`src/sv/tspp_pkg.sv`:
```
// ----------------------------------------------------------------------------
// tspp_pkg
// Shared constants and types for the transport stream packet parser.
// ----------------------------------------------------------------------------
package tspp_pkg;

  localparam int PACKET_BYTES = 188;
  localparam int COUNT_W      = 8;

  localparam logic [7:0] SYNC_MARK        = 8'h47;
  localparam int         FIELD_LEN_POS    = 4;
  localparam int         FIELD_FLAGS_POS  = 5;
  localparam int         PCR_FIRST_POS    = 6;
  localparam int         PCR_LAST_POS     = 11;
  localparam int         PCR_END_COUNT    = PCR_LAST_POS + 1;
  localparam int         PCR_MIN_LENGTH   = 7;
  localparam int         PCR_FLAG_BIT     = 4;
  localparam int         MAX_FIELD_LENGTH = PACKET_BYTES - 5;
  localparam int         LAST_POS         = PACKET_BYTES - 1;
  localparam int         PCR_SCALE        = 300;
  localparam int         PCR_W            = 42;

  localparam logic [1:0] MODE_PAYLOAD     = 2'd1;
  localparam logic [1:0] MODE_BOTH        = 2'd3;

  localparam logic KIND_PAYLOAD = 1'b0;
  localparam logic KIND_SUMMARY = 1'b1;

  typedef enum logic [1:0] {
    STATUS_OK       = 2'd0,
    STATUS_BAD_SYNC = 2'd1,
    STATUS_LENGTH   = 2'd2,
    STATUS_SHORT    = 2'd3
  } status_t;

endpackage

```
`src/sv/ts_packet_parser_core.sv`:
```
// ----------------------------------------------------------------------------
// ts_packet_parser_core
// Byte-wide transport stream packet parser with header, PCR and payload output.
// ----------------------------------------------------------------------------
// Input channel: one stream byte per beat (data_byte) with packet_start marking
// byte 0 of a packet; without a start mark packets are framed by counting
// 188 bytes. Output channel: at most one result per input beat, either a
// payload byte (out_kind 0) or an end-of-packet summary (out_kind 1) with the
// header fields, PCR and status.
// A result is held in the output register from the cycle after the input
// beat that causes it. Throughput: one input beat per cycle unless stalled,
// set by the single output register; the PCR product (33 by 9 bits) is the longest path.
// A summary is given at the last byte of a packet, or with status short when
// packet_start arrives before the packet is complete.
// Reset clears the byte counter, all packet state and the output valid flag.
// When the receiver stalls, in_ready drops only while a result is held and
// out_ready is low; the held result stays stable until taken.
// ----------------------------------------------------------------------------
module ts_packet_parser_core (
  input  logic        clk,
  input  logic        rst,
  input  logic        in_valid,
  output logic        in_ready,
  input  logic [7:0]  data_byte,
  input  logic        packet_start,
  output logic        out_valid,
  input  logic        out_ready,
  output logic        out_kind,
  output logic [7:0]  payload_byte,
  output logic [12:0] pid,
  output logic        payload_unit_start,
  output logic        transport_error,
  output logic        priority_bit,
  output logic [1:0]  scrambling,
  output logic [1:0]  adaptation_mode,
  output logic [3:0]  continuity,
  output logic        has_pcr,
  output logic [41:0] pcr_value,
  output logic [1:0]  status
);

  logic [tspp_pkg::COUNT_W-1:0] byte_count, byte_count_next;
  logic [23:0]                  header_bytes, header_bytes_next;
  logic [7:0]                   field_length, field_length_next;
  logic [7:0]                   field_flags, field_flags_next;
  logic [47:0]                  clock_ref_shift, clock_ref_shift_next;
  tspp_pkg::status_t            packet_status, packet_status_next;
  logic                         payload_enabled, payload_enabled_next;

  logic                         accept;
  logic                         short_end;
  logic                         last_byte;
  logic                         payload_now;
  logic                         emit;
  logic [tspp_pkg::COUNT_W-1:0] pos;
  logic [1:0]                   mode;
  logic                         pcr_base_ok;
  logic                         received_ok;
  logic                         res_kind;
  logic [7:0]                   res_byte;
  tspp_pkg::status_t            res_status;
  logic [tspp_pkg::PCR_W-1:0]   pcr_calc;
  logic [tspp_pkg::COUNT_W:0]   payload_pos;

  assign in_ready  = !out_valid || out_ready;
  assign accept    = in_valid && in_ready;
  assign short_end = packet_start && (byte_count != '0);
  assign pos       = short_end ? '0 : byte_count;
  assign last_byte = (pos == tspp_pkg::COUNT_W'(tspp_pkg::LAST_POS));
  assign mode      = header_bytes[5:4];

  // packet state update for this beat
  always_comb begin
    header_bytes_next    = header_bytes;
    field_length_next    = field_length;
    field_flags_next     = field_flags;
    clock_ref_shift_next = clock_ref_shift;
    packet_status_next   = packet_status;
    payload_enabled_next = payload_enabled;
    payload_now          = payload_enabled && (packet_status == tspp_pkg::STATUS_OK);
    payload_pos          = '0;
    if (pos == '0) begin
      header_bytes_next    = '0;
      field_length_next    = '0;
      field_flags_next     = '0;
      clock_ref_shift_next = '0;
      payload_enabled_next = 1'b0;
      payload_now          = 1'b0;
      packet_status_next   = (data_byte != tspp_pkg::SYNC_MARK) ?
                             tspp_pkg::STATUS_BAD_SYNC : tspp_pkg::STATUS_OK;
    end else if (pos <= tspp_pkg::COUNT_W'(3)) begin
      header_bytes_next = {header_bytes[15:0], data_byte};
      if (pos == tspp_pkg::COUNT_W'(3)) begin
        payload_enabled_next = (packet_status == tspp_pkg::STATUS_OK) &&
                               (data_byte[5:4] == tspp_pkg::MODE_PAYLOAD);
      end
    end else if (mode[1]) begin
      if (pos == tspp_pkg::COUNT_W'(tspp_pkg::FIELD_LEN_POS)) begin
        field_length_next = data_byte;
        if ((packet_status == tspp_pkg::STATUS_OK) &&
            (data_byte > 8'(tspp_pkg::MAX_FIELD_LENGTH))) begin
          packet_status_next = tspp_pkg::STATUS_LENGTH;
        end
      end else if ((pos == tspp_pkg::COUNT_W'(tspp_pkg::FIELD_FLAGS_POS)) &&
                   (field_length != '0)) begin
        field_flags_next = data_byte;
      end else if ((pos >= tspp_pkg::COUNT_W'(tspp_pkg::PCR_FIRST_POS)) &&
                   (pos <= tspp_pkg::COUNT_W'(tspp_pkg::PCR_LAST_POS))) begin
        clock_ref_shift_next = {clock_ref_shift[39:0], data_byte};
      end
      payload_pos = (tspp_pkg::COUNT_W+1)'(tspp_pkg::FIELD_LEN_POS) +
                    {1'b0, field_length_next};
      if ((mode == tspp_pkg::MODE_BOTH) &&
          (packet_status_next == tspp_pkg::STATUS_OK) &&
          ({1'b0, pos} == payload_pos)) begin
        payload_enabled_next = 1'b1;
      end
    end
    byte_count_next = last_byte ? '0 : pos + tspp_pkg::COUNT_W'(1);
  end

  // result selection
  always_comb begin
    res_kind    = tspp_pkg::KIND_PAYLOAD;
    res_byte    = data_byte;
    res_status  = tspp_pkg::STATUS_OK;
    received_ok = (pos >= tspp_pkg::COUNT_W'(tspp_pkg::PCR_LAST_POS));
    if (short_end) begin
      res_kind    = tspp_pkg::KIND_SUMMARY;
      res_byte    = '0;
      res_status  = tspp_pkg::STATUS_SHORT;
      received_ok = (byte_count >= tspp_pkg::COUNT_W'(tspp_pkg::PCR_END_COUNT));
    end else if (last_byte) begin
      res_kind    = tspp_pkg::KIND_SUMMARY;
      res_byte    = payload_now ? data_byte : '0;
      res_status  = packet_status_next;
      received_ok = 1'b1;
    end
  end

  assign emit = short_end || last_byte || payload_now;

  assign pcr_base_ok = mode[1] && (packet_status == tspp_pkg::STATUS_OK) &&
                       (field_length >= 8'(tspp_pkg::PCR_MIN_LENGTH)) &&
                       field_flags[tspp_pkg::PCR_FLAG_BIT];

  // base is the top 33 bits, extension the low 9 bits
  assign pcr_calc = tspp_pkg::PCR_W'(clock_ref_shift[47:15]) *
                    tspp_pkg::PCR_W'(tspp_pkg::PCR_SCALE) +
                    tspp_pkg::PCR_W'(clock_ref_shift[8:0]);

  always_ff @(posedge clk) begin
    if (rst) begin
      byte_count      <= '0;
      header_bytes    <= '0;
      field_length    <= '0;
      field_flags     <= '0;
      clock_ref_shift <= '0;
      packet_status   <= tspp_pkg::STATUS_OK;
      payload_enabled <= 1'b0;
    end else if (accept) begin
      byte_count      <= byte_count_next;
      header_bytes    <= header_bytes_next;
      field_length    <= field_length_next;
      field_flags     <= field_flags_next;
      clock_ref_shift <= clock_ref_shift_next;
      packet_status   <= packet_status_next;
      payload_enabled <= payload_enabled_next;
    end
  end

  // output register
  always_ff @(posedge clk) begin
    if (rst) begin
      out_valid <= 1'b0;
    end else if (accept && emit) begin
      out_valid <= 1'b1;
    end else if (out_ready) begin
      out_valid <= 1'b0;
    end
  end

  always_ff @(posedge clk) begin
    if (accept && emit) begin
      out_kind           <= res_kind;
      payload_byte       <= res_byte;
      pid                <= header_bytes[20:8];
      payload_unit_start <= header_bytes[22];
      transport_error    <= header_bytes[23];
      priority_bit       <= header_bytes[21];
      scrambling         <= header_bytes[7:6];
      adaptation_mode    <= mode;
      continuity         <= header_bytes[3:0];
      has_pcr            <= pcr_base_ok && received_ok;
      pcr_value          <= (pcr_base_ok && received_ok) ? pcr_calc : '0;
      status             <= res_status;
    end
  end

endmodule

```
`config.mk`:
```
export PLATFORM = sky130hd
export DESIGN_NAME = ts_packet_parser_core
export DESIGN_NICKNAME = d
export VERILOG_FILES = /design/src/sv/tspp_pkg.sv /design/src/sv/ts_packet_parser_core.sv
export SDC_FILE = /design/constraint.sdc
export NUM_CORES = 1
export LEC_CHECK = 0
export BUFFER_PORTS_ARGS = -buffer_cell sky130_fd_sc_hd__buf_2
export CAP_MARGIN = 0
export CORE_UTILIZATION = 62
export CTS_BUF_LIST = sky130_fd_sc_hd__clkbuf_16
export DETAILED_ROUTE_END_ITERATION = 10
export HOLD_SLACK_MARGIN = 0.03
export PLACE_DENSITY = 0.82
export RECOVER_POWER = 25
export SYNTH_ARGS = -nofsm -noshare
export SYNTH_HDL_FRONTEND = slang
export SYNTH_SLANG_ARGS = --single-unit
```
`constraint.sdc`:
```
create_clock -name clk -period 6.5 [get_ports clk]
set_input_delay 0 -clock clk [delete_from_list [all_inputs] [get_ports clk]]
set_output_delay 0 -clock clk [all_outputs]
set_load 0.005 [all_outputs]
```
==> impl_metrics.json <==
{
  "crit_type": "reg2reg",
  "gp_congestion": 0.896,
  "wl_mm": 29.7,
  "vias": 10527,
  "rrSetupSlack_ns": 0.40,
  "syn_inst": 1445,
  "skew_ns": 0.0118,
  "r2r_start": "clock_ref_shift[22]",
  "first_pass_iters": 5,
  "cts_hold_buffers": 9,
  "die_x_um": 145,
  "tightest_slew_ns": 0.982,
  "yosysWarningCount": 0,
  "die-height_um": 145,
  "rows": 52,
  "cts.sinks": 171,
  "crit_top_cell": "ha_1",
  "syn_area_mm2": 0.0127,
  "r2r-end": "pcr_value[41]",
  "antenna_found_initial": 0,
  "antenna_cells": 0,
  "slowest_stage": "or4_4",
  "end_kind": "flip-flop",
  "synth.top_cell.area_share": 0.184,
  "h-tree-depth": 4,
  "crit_start": "clock_ref_shift[22]",
  "fillerInstances": 1567,
  "design_power_total_uw": 2380,
  "critPathArrivalTime_ns": 6.30,
  "worstHoldPathType": "in2reg",
  "synth_edf_count": 78,
  "grt_remaining_overflow": 0,
  "critPathRequiredTime_ns": 6.70,
  "clk_pin_slew_worst_paths_ns": 0.08,
  "finalSetupViolCount": 0,
  "avgViaCountPerCell": 5.87,
  "critical_path.endpoint": "pcr_value[41]",
  "cts_buffers": 17,
  "grt_use_total": 0.283,
  "syn_area_per_cell_um2": 8.82,
  "critical_path.max_fanout": 9,
  "post_cts_resized": 0,
  "finalCriticalPeriod_ns": 6.10,
  "clockBufferDepth": 2,
  "fin_crit_sh": 0.938,
  "synth_ff_type": "dfxtp_1",
  "relSlewSlack": 0.345,
  "synthArstFlopShare": 0,
  "dieArea_mm2": 0.0211,
  "yosysMostFrequentCell": "inv_1",
  "fin_tns_setup_ns": 0,
  "detail-route-antenna-nets": 0,
  "drive_above_1_share": 0.0965,
  "drtIter0Drc": 810,
  "wl_per_cell_um": 16.5,
  "clk_latency_ns": 0.44,
  "syn-num-nets": 1640,
  "grt_pass1_wl_mm": 48.8,
  "pin_count": 93,
  "cp-start-kind": "flip-flop",
  "p_leak_uw": 0.00591,
  "placeableCoreArea_mm2": 0.0202,
  "grt_max_degree": 94,
  "slowest_delay_ns": 0.66,
  "peakVddDrop_mv": 0.173,
  "cts_tree": "built",
  "grt_setup_unrepaired": "no",
  "synthTopCellsByArea": "edfxtp_1 (18%), dfxtp_1 (15%), ha_1 (12%)",
  "layout.nets": 1705,
  "rr_worst_depth": 17,
  "post-cts-setup-buffer-count": 0,
  "dpl.hpwl_mm": 21.3,
  "cp.depth": 17,
  "start_util": 0.632,
  "status": "finished clean",
  "yosys.area.top_type": "edfxtp_1",
  "cts-root-buf": "clkbuf_16",
  "critPathTopFamily": "adder cells",
  "ys_seq_elements": 171,
  "fmax_mhz": 164,
  "path_buf_inv": 2,
  "finalMaxSlewViolations": 0,
  "drv_cap": 0,
  "syn_to_final_growth_pct": 10.5,
  "hold_viol": 0,
  "io_buffers": 92,
  "yosysSeqAreaShare": 0.330,
  "ys_types": 77,
  "powerDensity_mw_per_mm2": 169,
  "cp_cell_sequence": "ha_1 -> ha_1 -> fa_1 -> inv_1 -> fa_1 -> inv_1 -> ha_1 -> a21oi_1 -> o211ai_1 -> o211ai_1 -> and2_1 -> o311ai_1 -> or4_4 -> nor4_4 -> nand4_2 -> nor4_1 -> mux2_2",
  "drc": 0,
  "synth_commonest_cells": "inv_1 (165), a21oi_1 (149), ha_1 (124)",
  "grt_pass1_vias": 10057
}
-- cells by family (layout without fill, tap and decap cells) --
kind of cell	Yosys count	in the layout	share of synthesized area
xor gates and xnor gates	56	56	0.0385
DFF	171	171	0.330
and+or+nand+nor	488	488	0.194
buffers and inverters	229	307	0.0685
adders and majority gates	182	182	0.213
AOI/OAI and AO/OA	308	308	0.147
muxes	11	11	0.00884
-- power by group --
group	internal (uW)	switching [uW]	leakage (uW)	total, uW
logic	34.7	87.3	0.00419	122
clock network	545	558	0.000310	1100
registers	1140	8.62	0.00141	1150
-- cell type report --
class	instances	area [um2]	share of cell area
sequential	171	4200	0.299
clock inverter	15	220	0.0156
multi-input combinational	1045	7670	0.545
clock buffer	17	425	0.0302
tap	270	338	0.0240
inverter	165	621	0.0441
timing repair buffer	110	602	0.0427
-- registers in the layout, summed over array words and instances (netlist names) --
register,flops
packet_status,2
adaptation_mode,2
pid,13
payload_enabled,1
payload_byte,8
has_pcr,1
field_length,8
payload_unit_start,1
header_bytes,24
pcr_value,42
out_kind,1
continuity,4
out_valid,1
priority_bit,1
clock_ref_shift,48
transport_error,1
scrambling,2
byte_count,8
status,2
field_flags,1
-- worst register-to-register path, cell delays in order (launching register included) --
cell      delay, ns
dfxtp_1        0.54
ha_1           0.31
ha_1           0.32
fa_1           0.57
inv_1          0.07
fa_1           0.51
inv_1          0.05
ha_1           0.39
a21oi_1        0.26
o211ai_1       0.12
o211ai_1       0.28
and2_1         0.24
o311ai_1       0.23
or4_4          0.66
nor4_4         0.44
nand4_2        0.23
nor4_1         0.26
mux2_2         0.36
-- cell usage in the layout, fill, tap and decap left out, types with 5 or more instances in the layout --
master	instances
a21boi_0	5
edfxtp_1	78
mux2i_1	9
a21o_1	13
nand2b_1	8
xnor2_1	35
nor2b_1	11
clkbuf_16	17
o21ai_0	40
and3_1	10
o211ai_1	15
nor2_1	118
clkinv_8	5
a211oi_1	14
fa_1	58
buf_2	79
o21a_1	8
dfxtp_1	93
inv_1	164
xor2_1	21
inv_12	5
nor3b_1	27
nand3_1	79
nand2_1	112
buf_4	9
a21oi_1	149
or3_1	14
nor3_1	26
o31ai_1	6
ha_1	124
nor4_1	9
clkbuf_1	13
and2_1	23
nand4_1	17
or4_1	5
a31oi_1	10
dlygate4sd3_1	9
o21bai_1	7
-- per-stage QoR --
stage / hold WS, ns / setup slack, ns / util / instance area (um2) / cells
after detailed placement: 0.341 / 0.539 / 0.662 / 13400 / 1752
after global placement: 0.332 / 0.693 / 0.662 / 13400 / 1752
after floorplan: 0.136 / 1.13 / - / 12700 / 1445
after global routing: 0.170 / 0.0530 / 0.698 / 14100 / 1793
after CTS: 0.138 / 0.462 / 0.699 / 14100 / 1793
final: 0.154 / 0.403 / 0.698 / 14100 / 1793
-- worst min path at each step --
stage | to | start | slack (ns) | cells past startpoint
CTS | byte_count[1] | in_valid | 0.14 | 4
global placement | in_ready | out_ready | 0.33 | 3
finish | byte_count[1] | in_valid | 0.15 | 4
global route | byte_count[1] | in_valid | 0.17 | 4
detailed placement | in_ready | out_ready | 0.34 | 3
floorplan | in_ready | out_ready | 0.14 | 1
-- layer usage --
| metal | up-vias | part of all wire | track usage |
|---|---|---|---|
| met5 | - | 0 | 0 |
| met4 | 0 | 0.019 | 0.0900 |
| met1 | 4985 | 0.45 | 0.369 |
| li1 | 5168 | - | - |
| met2 | 320 | 0.48 | 0.483 |
| met3 | 54 | 0.054 | 0.0439 |
Power figures use the tool's default switching activity.
